### src/hw/rtl/bls_pkg.sv
// Package for the band-limited step synthesiser: field widths, item kinds,
// reset values, controller/datapath command and status structs, saturating add.
// No dependencies.
package bls_pkg;

   localparam int TAPS_DEFAULT             = 32;
   localparam int OVERSAMPLE_DEFAULT       = 16;
   localparam int SAMPLES_PER_TICK_DEFAULT = 48;
   localparam int RING_DEPTH_DEFAULT       = 128;

   localparam int STEP_TIME_W   = 17;
   localparam int LEVEL_W       = 16;
   localparam int COEFF_INDEX_W = 9;
   localparam int COEFF_W       = 16;
   localparam int SAMPLE_W      = 32;
   localparam int QUIET_W       = 16;
   localparam int FADE_W        = 16;

   localparam logic [1:0] KIND_LOAD = 2'd0;
   localparam logic [1:0] KIND_STEP = 2'd1;
   localparam logic [1:0] KIND_EMIT = 2'd2;

   localparam logic [STEP_TIME_W-1:0] FULL_TICK  = 17'd65536;
   localparam logic [FADE_W-1:0]      FADE_RESET = 16'd65400;
   localparam logic [QUIET_W-1:0]     QUIET_MAX  = 16'hFFFF;
   localparam logic signed [SAMPLE_W-1:0] ONE_UNIT     = 32'sd32768;
   localparam logic signed [SAMPLE_W-1:0] NEG_ONE_UNIT = -32'sd32768;

   // Commands from the controller to the datapath.
   typedef struct packed {
      logic load_coeff;
      logic capture_step;
      logic step_mul;
      logic step_setup;
      logic tap_issue;
      logic head_pop;
      logic sum_update;
      logic out_load;
      logic fade_apply;
   } bls_cmd_type;

   // Status from the datapath back to the controller.
   typedef struct packed {
      logic level_same;
      logic taps_left;
      logic pipe_busy;
      logic out_free;
   } bls_status_type;

   // Signed 32-bit add that clips at both ends of the range.
   function automatic logic signed [SAMPLE_W-1:0] sat_add32(
      input logic signed [SAMPLE_W-1:0] a,
      input logic signed [SAMPLE_W-1:0] b
   );
      logic signed [SAMPLE_W:0] s;
      logic signed [SAMPLE_W-1:0] r;
      s = {a[SAMPLE_W-1], a} + {b[SAMPLE_W-1], b};
      if (s[SAMPLE_W] != s[SAMPLE_W-1]) begin
         r = s[SAMPLE_W] ? {1'b1, {(SAMPLE_W-1){1'b0}}} : {1'b0, {(SAMPLE_W-1){1'b1}}};
      end else begin
         r = s[SAMPLE_W-1:0];
      end
      return r;
   endfunction

endpackage

### src/hw/rtl/bls_ctrl.sv
// Controller state machine of the band-limited step synthesiser.
// Sequences coefficient loads, step spreading and sample emission; uses bls_pkg.
module bls_ctrl (
   input  logic                    clock,
   input  logic                    reset,
   input  logic                    req_valid,
   output logic                    req_stall,
   input  logic [1:0]              req_kind,
   input  bls_pkg::bls_status_type status,
   output bls_pkg::bls_cmd_type    cmd
);
   import bls_pkg::*;

   localparam logic [3:0] S_IDLE       = 4'd0;
   localparam logic [3:0] S_STEP_MUL   = 4'd1;
   localparam logic [3:0] S_STEP_SETUP = 4'd2;
   localparam logic [3:0] S_STEP_RUN   = 4'd3;
   localparam logic [3:0] S_STEP_DRAIN = 4'd4;
   localparam logic [3:0] S_EMIT_POP   = 4'd5;
   localparam logic [3:0] S_EMIT_SUM   = 4'd6;
   localparam logic [3:0] S_EMIT_OUT   = 4'd7;
   localparam logic [3:0] S_EMIT_FADE  = 4'd8;

   logic [3:0] state_ff;
   logic [3:0] state_in;
   logic       accept;

   assign req_stall = (state_ff != S_IDLE);
   assign accept    = req_valid && (state_ff == S_IDLE);

   always_comb begin
      state_in = state_ff;
      cmd      = '0;
      case (state_ff)
         S_IDLE: begin
            if (accept) begin
               case (req_kind)
                  KIND_LOAD: begin
                     cmd.load_coeff = 1'b1;
                  end
                  KIND_STEP: begin
                     if (!status.level_same) begin
                        cmd.capture_step = 1'b1;
                        state_in         = S_STEP_MUL;
                     end
                  end
                  KIND_EMIT: begin
                     state_in = S_EMIT_POP;
                  end
                  default: begin
                     state_in = S_IDLE;
                  end
               endcase
            end
         end
         S_STEP_MUL: begin
            cmd.step_mul = 1'b1;
            state_in     = S_STEP_SETUP;
         end
         S_STEP_SETUP: begin
            cmd.step_setup = 1'b1;
            state_in       = S_STEP_RUN;
         end
         S_STEP_RUN: begin
            if (status.taps_left) begin
               cmd.tap_issue = 1'b1;
            end else begin
               state_in = S_STEP_DRAIN;
            end
         end
         S_STEP_DRAIN: begin
            if (!status.pipe_busy) begin
               state_in = S_IDLE;
            end
         end
         S_EMIT_POP: begin
            cmd.head_pop = 1'b1;
            state_in     = S_EMIT_SUM;
         end
         S_EMIT_SUM: begin
            cmd.sum_update = 1'b1;
            state_in       = S_EMIT_OUT;
         end
         S_EMIT_OUT: begin
            if (status.out_free) begin
               cmd.out_load = 1'b1;
               state_in     = S_EMIT_FADE;
            end
         end
         S_EMIT_FADE: begin
            cmd.fade_apply = 1'b1;
            state_in       = S_IDLE;
         end
         default: begin
            state_in = S_IDLE;
         end
      endcase
   end

   always_ff @(posedge clock) begin
      if (reset) begin
         state_ff <= S_IDLE;
      end else begin
         state_ff <= state_in;
      end
   end

endmodule

### config.mk
export PLATFORM = sky130hd
export DESIGN_NAME = bls_ctrl
export DESIGN_NICKNAME = d
export VERILOG_FILES = /design/src/hw/rtl/bls_pkg.sv /design/src/hw/rtl/bls_ctrl.sv
export SDC_FILE = /design/constraint.sdc
export NUM_CORES = 1
export LEC_CHECK = 0
export ABC_AREA = 1
export BUFFER_PORTS_ARGS = -buffer_cell sky130_fd_sc_hd__buf_2
export CAP_MARGIN = 10
export CELL_PAD_IN_SITES_DETAIL_PLACEMENT = 1
export CELL_PAD_IN_SITES_GLOBAL_PLACEMENT = 1
export CORE_UTILIZATION = 24
export DETAILED_ROUTE_END_ITERATION = 7
export PLACE_DENSITY_LB_ADDON = 0.2
export SYNTH_ARGS = -nofsm -noshare
export SYNTH_HDL_FRONTEND = slang
export SYNTH_SLANG_ARGS = --single-unit
### constraint.sdc
create_clock -name clock -period 1.1 [get_ports clock]
set_input_delay 0.275 -clock clock [delete_from_list [all_inputs] [get_ports clock]]
set_output_delay 0.275 -clock clock [all_outputs]
set_load 0.02 [all_outputs]
======== Yosys cells after proc, flatten, opt, wreduce, memory -nomap -nowiden ========
Cells that the tools add are included.
operators by class
  mux-type cells .......................... 21
  eq/ne operators ......................... 16
  reductions and logical operators ........ 5
operators with widths
  kind                  count
  $pmux W4 S8           1
  $mux W4               5
  $eq A4 B3 Y1 const B  4
  $mux W1               12
  $pmux W4 S3           1
  $ne A2 B2 Y1 const B  5
  $eq A4 B2 Y1 const B  2
  $reduce_and A6 Y1     1
  $eq A4 B1 Y1 const B  1
  $eq A4 B4 Y1 const B  1
  $logic_not A4 Y1      1
  $mux W2               2
  $reduce_bool A4 Y1    1
  $ne A3 B3 Y1 const B  1
  $eq A2 B1 Y1 const B  1
  $eq A2 B2 Y1 const B  1
  $logic_not A2 Y1      1
  $logic_and A1 B1 Y1   1
storage, ports and cells
  output and inout bits ................... 10
  word-level logic and storage cells ...... 43
  register bits after elaboration ......... 4

======== Longest topological paths before layout ========
  depth after elaboration ................. 4
  mapped depth ............................ 10

======== Worst setup path before layout ========
Ideal clock, no wire load.
  path type ............................... reg-to-output
  from .................................... reg state_ff[1]
  to ...................................... out cmd[7] in the netlist's numbering
  cell stages (with the launch flop) ...... 6
  required time ........................... 0.825 ns
  data arrival time ....................... 1.341 ns
  slack ................................... -0.516 ns
  buffers on the path ..................... 0
  cells stage by stage .................... dfxtp_1 > nor2_2 > nand2_4 > inv_1 > nand2_1 > nor3b_1
RTL lines
  item                    RTL line         RTL
  from (decl)             bls_ctrl.sv:24   logic [3:0] state_ff;
  from (signal assigned)  bls_ctrl.sv:104  state_ff <= state_in;
  to (decl)               bls_ctrl.sv:10   output bls_pkg::bls_cmd_type cmd

==> run summary <==
At the later pin of the worst-skew pair, clock insertion delay measures 240 ps. The final setup skew came out at 3.44 ps. TritonCTS built the clock tree. The largest registers in the layout are state_ff (4). The power per unit of standard cell area came out at 2540 mW/mm^2. At the end of routability-driven placement, the weighted congestion stood at 0.838. The tightest hold path in the finished design has a slack of 211 ps. The number of different library cells used by synthesis comes to 14. For this block, the routed nets add up to 2120 um of wire.

The highest clock rate was 655 MHz. Cell count after placement: 122. Synthesis produced a netlist with a net count of 85. The tools report the number of buffers added by the clock tree synthesis step as 3. The logs give -360 ps for the reg2reg setup slack and 0 for the hold violation total from the final report.

Synthesis inferred 4 register bits. For the count of TritonRoute iterations in the first routing pass, the log shows 4. Detailed placement finished with a half-perimeter wire length of 1190 um. The proportion of layout cells with a drive suffix above 1 was 0.667; the pin count of the biggest net entering global routing was 6. The tools report the overall global routing resource usage as 0.234.

The post-synth design cell area is 407 um^2, and the peak supply drop is 1.42 mV. The number of antenna violations at the first check in global routing is 0. From left edge to right edge, the die measures 43.2 um. The number of global-route vias before repair was 699; the fraction of registers with async set/reset was 0. After detailed routing, the number of remaining DRC violations is 0.

In this run, synthesis inferred 0 flip-flops with an integrated enable. Max capacitance violation total: 0. The longest clock path from root to sink contains 2 buffers. Once detail routing completed, the nets flagged for antenna violations numbered 0. Post-route minimum period: 1530 ps. The number of port buffers was 18. The logs give 0.197 for the sequential-to-total area share from yosys stat and -4260 ps for the setup TNS.

The sequential cells in the finished layout cover a total of 92.6 um^2. The share of the synthesized area in the top cell type works out to 0.197. After global routing the overflow that remains totals 0.

In this run the worst path has a maximum fanout of 3. The count of clock tree sinks came out at 4. After synthesis, the cell types taking the most area are sky130_fd_sc_hd__dfxtp_1, sky130_fd_sc_hd__nand2_1, sky130_fd_sc_hd__inv_1. Setup repair after global routing could not meet its margin everywhere. After synthesis, the largest family of logic cells by area is simple AND/OR/NAND/NOR gates. 19 I/O pins were placed. The logs give 2.51 mW for the total power and 73 for the cell count after synthesis. Fill cells in the final layout number 194. The worst setup path is launched from a flip-flop. The tools report the count of standard-cell rows as 14. The die outline height was 43.2 um. The type of the worst min-delay path was in -> reg. Among all flip-flop cells after synthesis, the most frequent one is sky130_fd_sc_hd__dfxtp_1. The register with the most flip-flops in the layout has 4 of them. The critical path arrival is 1250 ps, and the data required time at the worst endpoint is 820 ps. The multi-input combinational cells in the finished layout cover a total of 414 um^2.

Dividing the detail-routed wire length by the instance count gives 15.6 um. The standard cell area after detailed placement was 692 um^2; the post-placement worst setup slack was -244 ps. The area fraction in and, or, nand and nor cells after synthesis works out to 0.548.

In this run the clock root is driven by a sky130_fd_sc_hd__clkbuf_4. The share of the cycle needed by the critical path after routing was 1.39. The core region is 0.00154 mm^2. Using the TritonRoute via totals, the vias-per-cell ratio works out to 4.79. The signed area change from the synthesized netlist to the final layout came out at 142%. The clock-pin transition on the worst setup and hold timing paths came out at 40 ps. The flow ran to the end, but the final reports show violations. The largest area contributor in the synthesized netlist is sky130_fd_sc_hd__dfxtp_1. For the initial cell density of the core, the log shows 0.264. The final instance area is 986 um^2, and the worst setup margin is -427 ps. The checks that failed: setup timing. The remaining max-slew budget at the tightest pin was 0.826; the via count was 651. The number of H-tree levels was 1.

The average cell area after synthesis works out to 5.57 um^2. The parity-gate share of the synthesized area counting xor and xnor cells is 0. The max-slew violation count is 0, and the total setup violations reported at the end of the flow is 13. The detailed router finished its first iteration with 7 violations.

In this run, post-CTS hold repair placed 0 buffers. More flip-flops sit in one register than any other, and that register is state_ff. The critical path in this run is classified as reg -> out.

The commonest cells after synthesis are sky130_fd_sc_hd__nand2_1, sky130_fd_sc_hd__inv_1, sky130_fd_sc_hd__nor2_1. The share of synthesized area spent on multiplexers came out at 0. The synthesized-area fraction occupied by ao, oa, aoi and oai cells works out to 0.0246. After the last flow step, the layout net total stands at 134.

The slew at the pin closest to its max-slew limit works out to 259 ps. The tools report the critical path endpoint category as an output pin. The Yosys step of the flow raised 0 warnings. The logs give 136 for the final cell count without fillers and 3100 um for the wire length of the first global-routing pass.

Most instantiated library cell after synthesis: sky130_fd_sc_hd__nand2_1. For the final design utilization, the log shows 0.640. The adder-cell area share of the yosys netlist was 0.0923; the number of antenna diodes was 0. The leakage power total is 0.503 nW, and the total die area is 0.00186 mm^2.
logic make-up after synthesis:
family | count (synthesis)
compound gates | 2
fa+ha+maj | 3
buf+inv | 15
flops | 4
simple gates | 49
what timing repair did:
action / CTS / global route
setup endpoints to repair: 13 / 14
pin swaps: 9 / 8
buffers inserted: 9 / 3
gates resized for setup: 47 / 8
report_power, final:
part | internal [mW] | leakage, nW | switching, mW
logic | 0.930 | 0.454 | 1.08
clock network | 0.122 | 0.0138 | 0.0670
registers | 0.222 | 0.0353 | 0.0809
metal layers:
| layer | routed length [um] | track usage |
|---|---|---|
| met4 | 72 | 0.139 |
| met1 | 800 | 0.252 |
| met2 | 1210 | 0.424 |
| met3 | 39 | 0.0298 |
| met5 | 0 | 0 |
path summary, 6_finish.rpt:
check | start | endpoint | depth (start not counted)
max | state_ff[0]$_SDFFE_PP0P_ | cmd[7] | 6
min | reset | state_ff[3]$_SDFFE_PP0P_ | 2
max reg2reg | state_ff[3]$_SDFFE_PP0P_ | state_ff[0]$_SDFFE_PP0P_ | 10
min reg2reg | state_ff[1]$_SDFFE_PP0P_ | state_ff[1]$_SDFFE_PP0P_ | 3
cell type report:
| cell class | instances | area share |
|---|---|---|
| inverter | 15 | 0.0825 |
| tap | 16 | 0.0203 |
| clock buffer | 3 | 0.0228 |
| sequential | 4 | 0.0939 |
| multi-input combinational | 54 | 0.420 |
| timing repair buffer | 44 | 0.360 |
critical path, stage by stage, from the launching register on:
cell and delay [ps]:
sky130_fd_sc_hd__dfxtp_2 340, sky130_fd_sc_hd__nor2_4 160, sky130_fd_sc_hd__nand2_4 80, sky130_fd_sc_hd__inv_4 60
sky130_fd_sc_hd__nand2_4 50, sky130_fd_sc_hd__nor3b_4 170, sky130_fd_sc_hd__buf_6 140
cells in the final DEF, fill, tap and decap left out, types with 3 or more instances in the layout:
cell,instances
sky130_fd_sc_hd__nor3_4,3
sky130_fd_sc_hd__nand2_1,11
sky130_fd_sc_hd__nor2_1,8
sky130_fd_sc_hd__dfxtp_4,3
sky130_fd_sc_hd__clkbuf_4,3
sky130_fd_sc_hd__buf_6,12
sky130_fd_sc_hd__nor2_4,7
sky130_fd_sc_hd__buf_2,8
sky130_fd_sc_hd__nand2_4,3
sky130_fd_sc_hd__nand3_1,7
sky130_fd_sc_hd__buf_4,24
sky130_fd_sc_hd__nand2_2,3
sky130_fd_sc_hd__inv_1,9
Power figures use the tool's default switching activity.
